===== src/hw/rtl/svg_pkg.sv =====
package svg_pkg;

   localparam int IDX_W = 9;
   localparam int ANG_W = 16;
   localparam int POS_W = 18;
   localparam int TRIG_W = 17;
   localparam int CORDIC_STEPS = 14;
   localparam int QDEPTH = 4;
   localparam int QPTR_W = 2;
   localparam logic [IDX_W-1:0] MAX_SEGMENTS = 9'd256;

   localparam logic [2:0] CSR_COLUMN_COUNT = 3'd0;
   localparam logic [2:0] CSR_RING_COUNT = 3'd1;
   localparam logic [2:0] CSR_RADIUS = 3'd2;
   localparam logic [2:0] CSR_OFFSET_X = 3'd3;
   localparam logic [2:0] CSR_OFFSET_Y = 3'd4;

   localparam logic signed [POS_W-1:0] POS_MAX = 18'sd131071;
   localparam logic signed [POS_W-1:0] POS_MIN = -18'sd131072;
   localparam logic signed [TRIG_W-1:0] CORDIC_START = 17'sd19898;

   // angles queued between front and back
   typedef struct packed {
      logic [ANG_W-1:0] pol;
      logic [ANG_W-1:0] az;
      logic [IDX_W-1:0] ring;
      logic [IDX_W-1:0] col;
      logic             bad;
   } job_type;

   function automatic logic signed [TRIG_W-1:0] atan_turns(input logic [3:0] i);
      logic signed [TRIG_W-1:0] v;
      case (i)
         4'd0: v = 17'sd8192;
         4'd1: v = 17'sd4836;
         4'd2: v = 17'sd2555;
         4'd3: v = 17'sd1297;
         4'd4: v = 17'sd651;
         4'd5: v = 17'sd326;
         4'd6: v = 17'sd163;
         4'd7: v = 17'sd81;
         4'd8: v = 17'sd41;
         4'd9: v = 17'sd20;
         4'd10: v = 17'sd10;
         4'd11: v = 17'sd5;
         4'd12: v = 17'sd3;
         4'd13: v = 17'sd1;
         default: v = 17'sd0;
      endcase
      return v;
   endfunction

   function automatic logic signed [POS_W-1:0] sat_pos(input logic signed [47:0] v);
      logic signed [POS_W-1:0] r;
      if (v > 48'(POS_MAX)) begin
         r = POS_MAX;
      end else if (v < 48'(POS_MIN)) begin
         r = POS_MIN;
      end else begin
         r = v[POS_W-1:0];
      end
      return r;
   endfunction

endpackage


===== src/hw/rtl/svg_queue.sv =====
// small fifo between front and back; full leaves room for nothing in flight
module svg_queue (
   input  logic             clock,
   input  logic             reset,
   input  logic             push,
   input  svg_pkg::job_type push_data,
   output logic             full,
   output logic             pop_valid,
   output svg_pkg::job_type pop_data,
   input  logic             pop
);
   svg_pkg::job_type mem_ff [svg_pkg::QDEPTH];
   logic [svg_pkg::QPTR_W-1:0] wp_ff, rp_ff;
   logic [svg_pkg::QPTR_W:0]   cnt_ff;
   logic do_pop;

   assign do_pop = pop && pop_valid;
   assign full = cnt_ff == (svg_pkg::QPTR_W+1)'(svg_pkg::QDEPTH);
   assign pop_valid = cnt_ff != '0;
   assign pop_data = mem_ff[rp_ff];

   always_ff @(posedge clock) begin
      if (push) begin
         mem_ff[wp_ff] <= push_data;
      end
   end

   always_ff @(posedge clock) begin
      if (reset) begin
         wp_ff <= '0;
         rp_ff <= '0;
         cnt_ff <= '0;
      end else begin
         if (push) wp_ff <= wp_ff + 1'b1;
         if (do_pop) rp_ff <= rp_ff + 1'b1;
         cnt_ff <= cnt_ff + (svg_pkg::QPTR_W+1)'(push) - (svg_pkg::QPTR_W+1)'(do_pop);
      end
   end
endmodule


===== config.mk =====
export PLATFORM = sky130hd
export DESIGN_NAME = svg_queue
export DESIGN_NICKNAME = d
export VERILOG_FILES = /design/src/hw/rtl/svg_pkg.sv /design/src/hw/rtl/svg_queue.sv
export SDC_FILE = /design/constraint.sdc
export NUM_CORES = 1
export LEC_CHECK = 0
export BUFFER_PORTS_ARGS = -buffer_cell sky130_fd_sc_hd__buf_2
export CAP_MARGIN = 25
export CORE_UTILIZATION = 61
export CTS_CLUSTER_DIAMETER = 120
export DETAILED_ROUTE_END_ITERATION = 12
export GPL_ROUTABILITY_DRIVEN = 1
export GPL_TIMING_DRIVEN = 0
export HOLD_SLACK_MARGIN = 0.08
export MAX_ROUTING_LAYER = met4
export PLACE_DENSITY = 0.95
export SETUP_SLACK_MARGIN = 0.5
export SLEW_MARGIN = 40
export SYNTH_ARGS = -nofsm -noshare
export SYNTH_HDL_FRONTEND = slang
export SYNTH_SLANG_ARGS = --single-unit

===== constraint.sdc =====
create_clock -name clock -period 6.6 [get_ports clock]
set_input_delay 0.99 -clock clock [delete_from_list [all_inputs] [get_ports clock]]
set_output_delay 0.99 -clock clock [all_outputs]
set_load 0.005 [all_outputs]

* Word level (Yosys, flattened, before mapping)
Memories as Yosys holds them, arrays and structs flattened. A register that Yosys moved wholly into a read port is not among the register bits.
Index checks and enable logic that the tools add are counted.
** Operators by class
- Add/subtract/negate cells :: 4
- Reduce and logical (&&, ||, !) cells :: 2
- Eq/ne operators :: 1
- Multiplexer cells :: 4
** Operators with widths (count)
- $add A2 B1 Y2 const B :: 2
- $mux W2 :: 2
- $add A3 B1 Y3 :: 1
- $eq A3 B3 Y1 const B :: 1
- $reduce_bool A3 Y1 :: 1
- $sub A3 B1 Y3 :: 1
- $mux W1 :: 2
- $logic_and A1 B1 Y1 :: 1
** Word-level totals
- Output and inout bits :: 53
- Memories :: 1
- Logic and storage cells :: 15
- Input port bits :: 55
- Bits in registers :: 7
- Memory bits (writable) :: 204
** Memories
- mem_ff :: words 4, width 51, rd ports 1, clocked after memory_dff 1, wr ports 1, line svg_queue.sv:12 : svg_pkg::job_type mem_ff [svg_pkg::QDEPTH];

* Longest topological paths before layout
- Depth after elaboration :: 4
- Gate-level depth with buffers :: 7
- Depth with buffers taken out :: 7

* Worst setup path after synthesis
OpenSTA, ideal clock, no wires.
- Kind :: input -> register
- Start :: input port push
- End :: memory mem_ff[0][0] in the netlist's numbering (enable)
- Slack :: 3979 ps
- Library setup time :: 414 ps
- Cell stages on the path :: 1
- Buffers on the path :: 0
- Data arrival time :: 2207 ps
- Data required time :: 6186 ps
- Path through :: and2_1
** Between the ends
- Word-level cells in the longest chain between the ends :: 2
** RTL lines
- start: declaration :: line svg_queue.sv:5 : input logic push,
- $mux W1 :: line svg_queue.sv:23 : if (push) begin
- $mux W1 (not written as such) :: line svg_queue.sv:24 : mem_ff[wp_ff] <= push_data;
- end: declaration :: line svg_queue.sv:12
Every way passes these cells.

==> impl_metrics.py <==
metrics = {
    "clock_tree": {
        "cts_num_sinks": 213,
        "cts_repair_resize_count": 0,
        "holdBufCountCts": 0,
        "worst_skew_pair.late_latency_ps": 470,
        "htree_levels": 1,
        "clkSlewWorstSetupHoldPaths_ps": 60,
        "cts_post_setup_buffers_inserted": 0,
        "max-clock-path-buffers": 3,
        "clk_root_buffer_cell": "clkbuf_16",
        "cts_tree": "yes",
        "cts-buffers-inserted": 20,
    },
    "power_and_ir_drop": {
        "fin_total_pwr_w": 0.00326,
        "leakagePower_nw": 3.20,
        "power.density_nw_per_um2": 349,
        "ir_drop_uv": 260,
    },
    "global_route": {
        "grt_start_max_net_pins": 27,
        "grt_antenna_before_repair": 0,
        "overflow": 0,
        "track_usage_pct": 21.5,
        "via_count_of_the_first_global_routing_pass": 3831,
        "grt_first_pass_wirelength_um": 20300,
    },
    "logic_synthesis": {
        "ys_top_cells_by_count": "edfxtp_1, mux4_2, dfxtp_1",
        "synth_enable_flop_cells": 204,
        "synth_top_family_by_area": "multiplexers",
        "post-synth-top-area-cell": "edfxtp_1",
        "part_of_the_yosys_area_used_for_sequential_elements_pct": 79.9,
        "synth_area_leaders": "edfxtp_1, mux4_2, dfxtp_1, buf_12, ha_1",
        "post_synth_mux_area_share_pct": 15.2,
        "yosys_warnings": 0,
        "synth-async-reset-ratio_pct": 0,
        "post_synthesis_cell_type_count": 23,
        "synthCells": 313,
        "syn-num-nets": 375,
        "synth_largest_type_area_fraction_pct": 77.6,
        "synth_most_common_cell": "edfxtp_1",
        "synth_fa_ha_area_share_pct": 1.20,
        "synth_seq_cells": 213,
        "synth-compound-area-share_pct": 0.222,
        "syn-mean-instance-area_sq_um": 25.2,
        "synth.cell_area_sq_um": 7900,
        "yosys.area_share.xor_xnor_pct": 0.412,
        "yosys_most_used_dff": "edfxtp_1",
        "synthSimpleGateAreaFrac_pct": 1.03,
    },
    "place": {
        "placer_congestion": 0.715,
        "port-buffer-count": 106,
        "hpwl_um": 8340,
        "numPlacedInstances": 595,
    },
    "sta": {
        "setup_viol": 0,
        "finalSetupTns_ps": 0,
        "worst_pin_slew_ps": 571,
        "hold_slack_final_ps": 574,
        "finalWorstPathRequiredPeriod_ps": 2890,
        "maxSlewViolCount": 0,
        "relSlewSlack_pct": 61.5,
        "final_worst_clock_skew_ps": 4.18,
        "layout_worst_path_cycle_share_pct": 43.7,
        "f_max_ghz": 0.347,
        "hold_violations": 0,
        "rsz0062_at_grt": "no",
    },
    "setup_path": {
        "critical_path.max_fanout": 10,
        "timing.critical_path.mode_cell": "buf_2",
        "worst-endpoint-required_ps": 5610,
        "timing.critical_path.arrival_ps": 1900,
        "type_of_element_launching_the_critical_path": "flip-flop",
        "crit_path_top_delay_cell": "mux4_2",
        "critical_path.endpoint_type": "output port",
        "largest_delay_contributor_family_on_the_critical_path": "buffers and inverters",
        "critPathKind": "reg -> out",
        "worstPathCellList": "buf_1 -> buf_2 -> mux4_2 -> buf_2",
        "cp_slowest_stage_delay_ps": 370,
        "worst-path-buf-inv": 3,
    },
    "detailed_routing": {
        "ant_nets": 0,
        "met2_length_um": 7290,
        "met3_length_um": 710,
        "avgViaCountPerCell": 5.67,
        "m1WireLength_um": 5420,
        "top_sig_layer": "met4",
        "drt_drc_violations_left": 0,
        "dr.pass1.iters": 6,
        "post_drt_wl_per_cell_um": 21.6,
        "num_vias": 3571,
        "dr.first_iter.drc_count": 221,
        "route.final.wire_length_um": 13600,
    },
    "floorplan": {
        "top_level_ports": 108,
        "core_sq_um": 12600,
        "initial_core_utilization_pct": 62.6,
        "core.rowCount": 41,
        "dieHeight_um": 116,
        "full_die_area_sq_um": 13400,
        "die_width_um": 116,
    },
    "cells_and_area": {
        "diodes": 0,
        "fin_cells": 630,
        "ff_latch_area_sq_um": 6310,
        "post-route-util_pct": 74.0,
        "fillers": 737,
        "net_count_reported_at_finish": 507,
        "drive_gt1_share_pct": 44.1,
        "layout-area-overhead-vs-synth_pct": 18.3,
        "multiInputGateArea_sq_um": 1430,
    },
    "run": {
        "cap_viol_max_count": 0,
    },
    "status": {
        "run_status": "complete, no violations",
    },
    "min_path": {
        "worst_hold_path_type": "reg -> reg",
    },
}
## state kept, by name (all words and copies together), names as in the netlist, named ones only
name	count
mem_ff	204
rp_ff	2
wp_ff	2
cnt_ff	3
## per-layer routing
layer / vias to the layer above / global-route usage [%]
li1: 1576 / -
met1: 1865 / 26.7
met2: 113 / 36.9
met3: 17 / 4.65
met4: 0 / 4.44
met5: - / -
## power by group
| group | internal [W] | switching (W) | total [W] |
|---|---|---|---|
| Clock | 0.000621 | 0.000445 | 0.00107 |
| Sequential | 0.00156 | 0.0000294 | 0.00159 |
| Combinational | 0.000342 | 0.000266 | 0.000608 |
| Total | 0.00252 | 0.000740 | 0.00326 |
## worst register-to-register path, delay by kind of cell (launching register included)
| family | cells | cell delay [ps] |
|---|---|---|
| AO/OA/AOI/OAI | 1 | 380 |
| XOR/XNOR | 1 | 200 |
| adder cells (fa/ha/maj) | 3 | 900 |
| buffers and inverters | 1 | 50 |
| flip-flops | 1 | 370 |
| AND/OR/NAND/NOR | 1 | 40 |
## area by class of cell
type	count	share of cell area, %
clock buffers	28	5.91
clock inverters	7	0.590
plain buffers	13	1.54
flip-flops and latches	213	67.5
multi-input cells	81	15.3
well taps	172	2.30
repair buffers	110	6.54
inverters	6	0.241
## per-stage QoR
step | worst slack (ps) | area, sq um
after floorplan | 3980 | 7900
after global placement | 2990 | 8640
after detailed placement | 4070 | 8730
after CTS | 3660 | 9340
after global routing | 3580 | 9340
final | 3710 | 9340
## layout by cell type, fill, tap and decap left out
master     count
clkbuf_1       8
or3_1          1
o311ai_0       1
buf_1          1
ha_1           6
buf_2        111
xor3_1         1
fa_1           1
buf_6          1
edfxtp_1     204
and2_4         4
buf_12         9
mux2i_1        1
inv_1          6
clkinv_2       2
o31a_1         1
bufinv_16      1
and3_1         1
mux4_1         1
mux4_2        50
mux2_2         3
nor2b_1        4
clkbuf_16     21
dfxtp_1        9
clkinv_1       4
xnor2_1        1
nor2_1         5
## cell families after synthesis
| kind of cell | Yosys count |
|---|---|
| flip-flops | 213 |
| XOR/XNOR | 2 |
| buffers and inverters | 19 |
| adder cells (fa/ha/maj) | 7 |
| AND/OR/NAND/NOR | 15 |
| AO/OA/AOI/OAI | 2 |
| multiplexers | 55 |
## final timing paths
kind                               from               endpoint  slack [ps]  depth (start not counted)
setup / recovery              flip-flop            pop_data[1]        3710                          4
hold / removal    wp_ff[0]$_SDFFE_PP0P_  wp_ff[0]$_SDFFE_PP0P_         570                          2
setup reg to reg   cnt_ff[1]$_SDFF_PP0_   cnt_ff[2]$_SDFF_PP0_        4520                          7
hold reg to reg   wp_ff[0]$_SDFFE_PP0P_  wp_ff[0]$_SDFFE_PP0P_         570                          2
Note: power is estimated with default switching activity, not from simulation.
