**config.mk**
```make
export PLATFORM = sky130hd
export DESIGN_NAME = svg_front
export DESIGN_NICKNAME = d
export VERILOG_FILES = /design/src/hw/rtl/svg_pkg.sv /design/src/hw/rtl/svg_divider.sv /design/src/hw/rtl/svg_front.sv
export SDC_FILE = /design/constraint.sdc
export NUM_CORES = 2
export LEC_CHECK = 0
export ABC_AREA = 1
export BUFFER_PORTS_ARGS = -buffer_cell sky130_fd_sc_hd__buf_2
export CORE_MARGIN = 4
export CORE_UTILIZATION = 50
export CTS_CLUSTER_SIZE = 25
export DETAILED_ROUTE_END_ITERATION = 8
export HOLD_SLACK_MARGIN = 0.06
export PLACE_DENSITY = 0.63
export SETUP_SLACK_MARGIN = 0.4
export SLEW_MARGIN = 30
export SYNTH_ARGS = -nofsm -noshare
export SYNTH_HDL_FRONTEND = slang
export SYNTH_SLANG_ARGS = --single-unit
```
**constraint.sdc**
```tcl
create_clock -name clock -period 145.1 [get_ports clock]
set_input_delay 29.02 -clock clock [delete_from_list [all_inputs] [get_ports clock]]
set_output_delay 29.02 -clock clock [all_outputs]
set_load 0.02 [all_outputs]
```
**src/hw/rtl/svg_pkg.sv**
```systemverilog
package svg_pkg;

   localparam int IDX_W = 9;
   localparam int ANG_W = 16;
   localparam int POS_W = 18;
   localparam int TRIG_W = 17;
   localparam int CORDIC_STEPS = 14;
   localparam int QDEPTH = 4;
   localparam int QPTR_W = 2;
   localparam logic [IDX_W-1:0] MAX_SEGMENTS = 9'd256;

   localparam logic [2:0] CSR_COLUMN_COUNT = 3'd0;
   localparam logic [2:0] CSR_RING_COUNT = 3'd1;
   localparam logic [2:0] CSR_RADIUS = 3'd2;
   localparam logic [2:0] CSR_OFFSET_X = 3'd3;
   localparam logic [2:0] CSR_OFFSET_Y = 3'd4;

   localparam logic signed [POS_W-1:0] POS_MAX = 18'sd131071;
   localparam logic signed [POS_W-1:0] POS_MIN = -18'sd131072;
   localparam logic signed [TRIG_W-1:0] CORDIC_START = 17'sd19898;

   // angles queued between front and back
   typedef struct packed {
      logic [ANG_W-1:0] pol;
      logic [ANG_W-1:0] az;
      logic [IDX_W-1:0] ring;
      logic [IDX_W-1:0] col;
      logic             bad;
   } job_type;

   function automatic logic signed [TRIG_W-1:0] atan_turns(input logic [3:0] i);
      logic signed [TRIG_W-1:0] v;
      case (i)
         4'd0: v = 17'sd8192;
         4'd1: v = 17'sd4836;
         4'd2: v = 17'sd2555;
         4'd3: v = 17'sd1297;
         4'd4: v = 17'sd651;
         4'd5: v = 17'sd326;
         4'd6: v = 17'sd163;
         4'd7: v = 17'sd81;
         4'd8: v = 17'sd41;
         4'd9: v = 17'sd20;
         4'd10: v = 17'sd10;
         4'd11: v = 17'sd5;
         4'd12: v = 17'sd3;
         4'd13: v = 17'sd1;
         default: v = 17'sd0;
      endcase
      return v;
   endfunction

   function automatic logic signed [POS_W-1:0] sat_pos(input logic signed [47:0] v);
      logic signed [POS_W-1:0] r;
      if (v > 48'(POS_MAX)) begin
         r = POS_MAX;
      end else if (v < 48'(POS_MIN)) begin
         r = POS_MIN;
      end else begin
         r = v[POS_W-1:0];
      end
      return r;
   endfunction

endpackage

```
**src/hw/rtl/svg_divider.sv**
```systemverilog
// pipelined restoring divide: quot = num / den, num < den * 2^17, den in 1..256
// one quotient bit per stage, 17 quotient bits needed
module svg_divider (
   input  logic        clock,
   input  logic        enable,
   input  logic [24:0] num,
   input  logic [8:0]  den,
   output logic [16:0] quot
);
   localparam int NSTG = 17;

   logic [24:0] rem_ff [NSTG+1];
   logic [16:0] q_ff [NSTG+1];
   logic [8:0]  d_ff [NSTG+1];

   always_comb begin
      rem_ff[0] = num;
      q_ff[0] = '0;
      d_ff[0] = den;
   end

   genvar g;
   generate
      for (g = 0; g < NSTG; g++) begin : g_stg
         logic [24:0] rem_in;
         logic [16:0] q_in;
         logic [25:0] dsh;
         always_comb begin
            dsh = 26'(d_ff[g]) << (NSTG-1-g);
            if (26'(rem_ff[g]) >= dsh) begin
               rem_in = rem_ff[g] - dsh[24:0];
               q_in = q_ff[g] | (17'd1 << (NSTG-1-g));
            end else begin
               rem_in = rem_ff[g];
               q_in = q_ff[g];
            end
         end
         logic [24:0] r_ff;
         logic [16:0] qq_ff;
         logic [8:0]  dd_ff;
         always_ff @(posedge clock) begin
            if (enable) begin
               r_ff <= rem_in;
               qq_ff <= q_in;
               dd_ff <= d_ff[g];
            end
         end
         always_comb begin
            rem_ff[g+1] = r_ff;
            q_ff[g+1] = qq_ff;
            d_ff[g+1] = dd_ff;
         end
      end
   endgenerate

   assign quot = q_ff[NSTG];
endmodule

```
**src/hw/rtl/svg_front.sv**
```systemverilog
// front: classify the point and turn indices into angles
module svg_front (
   input  logic                 clock,
   input  logic                 reset,
   input  logic                 req_valid,
   output logic                 req_stall,
   input  logic [8:0]           req_ring_index,
   input  logic [8:0]           req_column_index,
   input  logic [8:0]           column_count,
   input  logic [8:0]           ring_count,
   output logic                 job_valid,
   output svg_pkg::job_type     job,
   input  logic                 job_full
);
   localparam int LAT = 17;

   logic              adv;
   logic [LAT-1:0]    vld_ff;
   logic [LAT-1:0]    vld_in;
   logic [8:0]        ring_ff [LAT+1];
   logic [8:0]        col_ff [LAT+1];
   logic              bad_ff [LAT+1];
   logic              bad;
   logic [16:0]       pol_q;
   logic [16:0]       az_q;
   logic [8:0]        rc;
   logic [8:0]        cc;

   // whole pipe holds while the queue is full and the last stage has an item
   assign adv = !(job_full && vld_ff[LAT-1]);
   assign req_stall = !adv;

   assign bad = column_count == '0 || ring_count == '0 ||
                column_count > svg_pkg::MAX_SEGMENTS ||
                ring_count > svg_pkg::MAX_SEGMENTS ||
                req_ring_index > ring_count || req_column_index > column_count;
   // safe denominators for bad points
   assign rc = bad ? 9'd1 : ring_count;
   assign cc = bad ? 9'd1 : column_count;

   svg_divider u_div_pol (
      .clock(clock), .enable(adv),
      .num({1'b0, req_ring_index, 15'd0}), .den(rc), .quot(pol_q)
   );
   svg_divider u_div_az (
      .clock(clock), .enable(adv),
      .num({req_column_index, 16'd0}), .den(cc), .quot(az_q)
   );

   always_comb begin
      vld_in = {vld_ff[LAT-2:0], req_valid};
   end

   always_ff @(posedge clock) begin
      if (reset) begin
         vld_ff <= '0;
      end else if (adv) begin
         vld_ff <= vld_in;
      end
   end

   always_comb begin
      ring_ff[0] = req_ring_index;
      col_ff[0] = req_column_index;
      bad_ff[0] = bad;
   end

   genvar g;
   generate
      for (g = 0; g < LAT; g++) begin : g_side
         logic [8:0] r_ff;
         logic [8:0] c_ff;
         logic       b_ff;
         always_ff @(posedge clock) begin
            if (adv) begin
               r_ff <= ring_ff[g];
               c_ff <= col_ff[g];
               b_ff <= bad_ff[g];
            end
         end
         always_comb begin
            ring_ff[g+1] = r_ff;
            col_ff[g+1] = c_ff;
            bad_ff[g+1] = b_ff;
         end
      end
   endgenerate

   assign job_valid = vld_ff[LAT-1] && !job_full;
   always_comb begin
      job.pol = pol_q[15:0];
      job.az = az_q[15:0];
      job.ring = ring_ff[LAT];
      job.col = col_ff[LAT];
      job.bad = bad_ff[LAT];
   end
endmodule

```
Word-level counts from Yosys, hierarchy flattened
Cells that the tools add are included.
{"block": "classes", "n_lt_le_gt_ge": 38, "muxes": 34, "add_sub_neg": 32, "n_reduce_logical": 10}
{"operator": "25-bit 2-to-1 mux", "count": 31}
{"operator": "25-bit by 10-bit >= comparator with 1-bit output", "count": 2}
{"operator": "25-bit by 11-bit >= comparator with 1-bit output", "count": 2}
{"operator": "25-bit by 12-bit >= comparator with 1-bit output", "count": 2}
{"operator": "25-bit by 13-bit >= comparator with 1-bit output", "count": 2}
{"operator": "25-bit by 14-bit >= comparator with 1-bit output", "count": 2}
{"operator": "25-bit by 15-bit >= comparator with 1-bit output", "count": 2}
{"operator": "25-bit by 16-bit >= comparator with 1-bit output", "count": 2}
{"operator": "25-bit by 17-bit >= comparator with 1-bit output", "count": 2}
{"operator": "25-bit by 18-bit >= comparator with 1-bit output", "count": 2}
{"operator": "25-bit by 19-bit >= comparator with 1-bit output", "count": 2}
{"operator": "25-bit by 20-bit >= comparator with 1-bit output", "count": 2}
{"operator": "25-bit by 21-bit >= comparator with 1-bit output", "count": 2}
{"operator": "25-bit by 22-bit >= comparator with 1-bit output", "count": 2}
{"operator": "25-bit by 23-bit >= comparator with 1-bit output", "count": 2}
{"operator": "25-bit by 24-bit >= comparator with 1-bit output", "count": 2}
{"operator": "25-bit by 9-bit >= comparator with 1-bit output", "count": 2}
{"operator": "25-bit by 10-bit subtractor with 25-bit output", "count": 2}
{"operator": "25-bit by 11-bit subtractor with 25-bit output", "count": 2}
{"operator": "25-bit by 12-bit subtractor with 25-bit output", "count": 2}
{"operator": "25-bit by 13-bit subtractor with 25-bit output", "count": 2}
{"operator": "25-bit by 14-bit subtractor with 25-bit output", "count": 2}
{"operator": "25-bit by 15-bit subtractor with 25-bit output", "count": 2}
{"operator": "25-bit by 16-bit subtractor with 25-bit output", "count": 2}
{"operator": "20 further kinds", "count": 37}
{"block": "word_totals", "inputBits": 40, "register_bits": 1972, "elab_cells": 298, "out_inout_bits": 53}

Logic depth before layout (Yosys ltp)
{"block": "logic_depth", "word_depth": 9, "mapped_depth": 23, "depth_no_buf": 22}

Modules after synthesis
Synthesis repeated with hierarchy kept, for this count alone.
{"block": "unflattened", "cells_unflattened": 8891, "area_unflattened_um2": 86269.0}
{"mod": "svg_divider (u_div_az)", "cells_each": 4183, "n_inst": 1, "seq_area_each_um2": 20930.1, "area_per_inst_um2": 37636.1}
{"mod": "svg_divider (u_div_pol)", "cells_each": 4183, "n_inst": 1, "seq_area_each_um2": 20930.1, "area_per_inst_um2": 37566.0}
{"mod": "svg_front", "cells_each": 525, "n_inst": 1, "seq_area_each_um2": 10039.6, "area_per_inst_um2": 11066.9}

Worst setup path after synthesis
Ideal clock, no wire load.
{"block": "synth_timing", "path_type": "input port to flip-flop", "start": "input port job_full", "end": "register g_side[0].b_ff, enable pin", "path_stages": 2, "setup_ns": 2.325, "setup_slack_ns": 75.514, "arrival_time_ns": 67.261, "required_ns": 142.775, "n_path_buf": 1, "path_cell_list": "nand2_1 > clkbuf_1"}
{"block": "synth_via", "elab_chain_len": 1}
{"element": "start, declared", "line_no": "svg_front.sv:13", "source": "input logic job_full"}
{"element": "1-bit logical AND", "line_no": "svg_front.sv:30", "source": "assign adv = !(job_full && vld_ff[LAT-1]);"}
{"element": "end signal, assigned", "line_no": "svg_front.sv:78", "source": "b_ff <= bad_ff[g];"}
{"element": "end, declared", "line_no": "svg_front.sv:73", "source": "logic b_ff;"}
Every way passes these cells.
A chain may end at the register's enable or synchronous reset.

Final worst setup path
{"block": "layout_timing", "start": "input port job_full", "end": "output port req_stall"}
{"block": "layout_via", "elab_chain_len": 1}
{"element": "1-bit logical AND", "line_no": "svg_front.sv:30"}
{"element": "end, declared", "line_no": "svg_front.sv:6", "source": "output logic req_stall,"}
Every way passes these cells.

==> flow_summary.json <==
{
  "maxSlewHeadroom_pct": 37.61,
  "nets": 7243,
  "synth-main-ff-cell": "edfxtp_1",
  "synth_top_cell_by_area": "edfxtp_1",
  "clock.fmax_mhz": 16.77,
  "fp.dieW_um": 382.6,
  "power.switching_w": 0.0005493,
  "dpl.hpwl_um": 104200,
  "grt_max_degree": 167,
  "final-setup-viol-count": 0,
  "yosysWarnings": 0,
  "clk_latency_ps": 790,
  "worstSetupPathType": "input pin to output pin",
  "hp-class": "register to register",
  "worstSetupStartpointType": "input pin",
  "wl_per_cell_um": 15.84,
  "power_density_nw_per_um2": 19.86,
  "synth_nets": 7038,
  "p_leak_nw": 30.79,
  "gp_congestion": 0.8844,
  "finClkSkew_ps": 35.49,
  "die_area_um2": 146400,
  "synthTopCellsByCount": "edfxtp_1 (1411), nand2_1 (1406), inv_1 (870), nor2_1 (573), a21oi_1 (435)",
  "grt_pass1_wl_um": 228200,
  "antenna_left": 0,
  "synth.yosys.seq_area_share_pct": 60.87,
  "min_period_over_period_pct": 41.09,
  "start_util_pct": 50.29,
  "cts_buffer_depth": 3,
  "intPower_w": 0.0009971,
  "synth_area_per_cell_um2": 10.56,
  "finalCriticalPeriod_ps": 59620,
  "cts_hold_buffers": 0,
  "synth_top_area_share_pct": 60.38,
  "core-area_um2": 139500,
  "clockRootBuffer": "clkbuf_16",
  "routed_wl_um": 140200,
  "drt_iter0_drc": 2810,
  "rsz0062_at_grt": "no",
  "cts_buffers": 154,
  "path_clk_slew_ps": 50,
  "synth_cells": 6645,
  "grt-ovfl-total": 0,
  "post_drt_via_cell_ratio": 5.179,
  "htree_levels": 4,
  "outcome": "complete, no violations",
  "finalHoldViolations": 0,
  "synth_edf_count": 1411,
  "die_y_um": 382.6,
  "portBuffers": 92,
  "drive_gt1_share_pct": 6.626,
  "ys_ff_latch": 1428,
  "power_frac_comb_pct": 32.8,
  "ir_drop_mv": 0.01358,
  "rows": 137,
  "cap_violations": 0,
  "setup_tns_ps": 0,
  "p_clk_share_pct": 25.0,
  "tightest_slew_ps": 935.8,
  "antenna_cells": 0,
  "grt_pass1_vias": 44450,
  "cts.sinks": 1428,
  "synth.most_common_cell": "edfxtp_1",
  "ys_types": 56,
  "dr.pass1.iters": 6,
  "grtUsageTotal_pct": 19.17,
  "synthArstFlopShare_pct": 0,
  "vias": 45830,
  "cts_tree": "built",
  "antenna_found_initial": 3,
  "synth_area_leaders": "edfxtp_1 (60%), nand2_1 (7.5%), ha_1 (5.7%), inv_1 (4.7%), a21oi_1 (3.1%)",
  "power_switching_share_pct": 35.52,
  "critPathMaxFanout": 58,
  "area_growth_pct": 10.95,
  "netlist_area_um2": 70170,
  "arrival_ps": 30600,
  "cp.required_ps": 116080,
  "maxSlewViolCount": 0,
  "cts_resized": 0,
  "post-route-drc-count": 0,
  "endpoint_kind": "output pin",
  "postCtsSetupBuffers": 0,
  "ios": 93,
  "p_seq_share_pct": 42.2,
  "hold_ws_ps": 392.6
}
registers in the layout, indices dropped and copies added, names as in the netlist:
name                   cells
u_div_az.quot             16
g_side.c_ff              153
u_div_pol.g_stg.qq_ff    120
u_div_az.g_stg.qq_ff     120
u_div_az.g_stg.r_ff      264
u_div_az.g_stg.dd_ff     144
u_div_pol.g_stg.dd_ff    144
u_div_pol.quot            16
vld_ff                    17
u_div_pol.g_stg.r_ff     264
g_side.r_ff              153
g_side.b_ff               17
critical path: stages:
cell and delay [ps]:
buf_2 120, nand2_4 510, clkinv_1 610, buf_2 330
power by group through the flow:
stage	combinational, W	clock, W	sequential (W)
floorplan	0.000392	0	0.000629
global placement	0.000498	0	0.000660
detailed placement	0.000502	0	0.000661
CTS	0.000505	0.000399	0.000653
global route	0.000578	0.000417	0.000663
finish	0.000508	0.000386	0.000653
metal layers:
layer	vias up	GRT usage (%)	routed length [um]	share of wire [%]
met5	-	0	35	0.025
met4	6	6.388	4224	3.0
met3	256	3.260	5909	4.2
met1	21380	26.00	64470	46
li1	23310	-	-	-
met2	879	31.47	65510	47
path summary, 6_finish.rpt:
| path | depth (start not counted) | slack, ps | to | start |
|---|---|---|---|---|
| setup reg to reg | 6 | 139880 | u_div_az.g_stg[15].qq_ff[2] | vld_ff[16] |
| hold reg to reg | 0 | 390 | u_div_az.g_stg[8].qq_ff[14] | u_div_az.g_stg[7].qq_ff[14] |
| hold / removal | 0 | 390 | u_div_az.g_stg[8].qq_ff[14] | u_div_az.g_stg[7].qq_ff[14] |
| setup / recovery | 4 | 85480 | req_stall | job_full |
kinds of logic (layout without fill, tap and decap cells):
| group | Yosys count | in the layout | share of synthesized area, % |
|---|---|---|---|
| xor+xnor | 239 | 239 | 2.983 |
| flops | 1428 | 1428 | 60.87 |
| simple gates | 2707 | 2707 | 16.58 |
| buf+inv | 945 | 1273 | 5.288 |
| compound gates | 973 | 973 | 7.644 |
| fa+ha+maj | 353 | 353 | 6.636 |
per-stage QoR:
stage          instances  instance area, um^2  setup slack [ps]  total power (W)  utilization, %
4_1_cts             8849                77850             85440         0.001557           55.80
3_3_place_gp        8570                72770             85480         0.001158           52.15
5_1_grt             8849                77850             85270         0.001659           55.80
6_report            8849                77850             85480         0.001546           55.80
3_5_place_dp        8570                72770             85430         0.001163           52.16
2_1_floorplan       6645                70170             75510         0.001021               -
layout make-up:
cell class / count / area [um^2]
fillers: 12090 / 61680
flip-flops and latches: 1428 / 42710
multi-input cells: 4272 / 23760
clock buffers: 186 / 4016
inverters: 881 / 3307
well taps: 1876 / 2347
clock inverters: 93 / 1062
repair buffers: 113 / 646.9
cell usage in the layout, fill, tap and decap left out, types with 9 or more instances in the layout:
cell       count
nor2_2        12
bufinv_16     15
a21o_1        27
o21ai_0      358
nor2_1       571
clkbuf_16    156
nand3b_1      57
nor3_1       101
nand4_1      127
a31oi_1       12
buf_2         92
ha_1         321
nand2_2       12
a21boi_0       9
xnor2_1      117
nor4_1        28
o21bai_1      18
o2111ai_1     23
inv_2         10
edfxtp_1    1411
or2_2         52
clkbuf_1      30
nand2_1     1405
o21a_1        17
o21ai_1       15
clkinv_2      25
clkinv_1      32
o211ai_1      30
a21oi_1      435
xor2_1       122
inv_1        870
nand3_1      306
o21ai_2       14
buf_4         18
fa_1          32
dfxtp_1       17
Note: power is estimated with default switching activity, not from simulation.
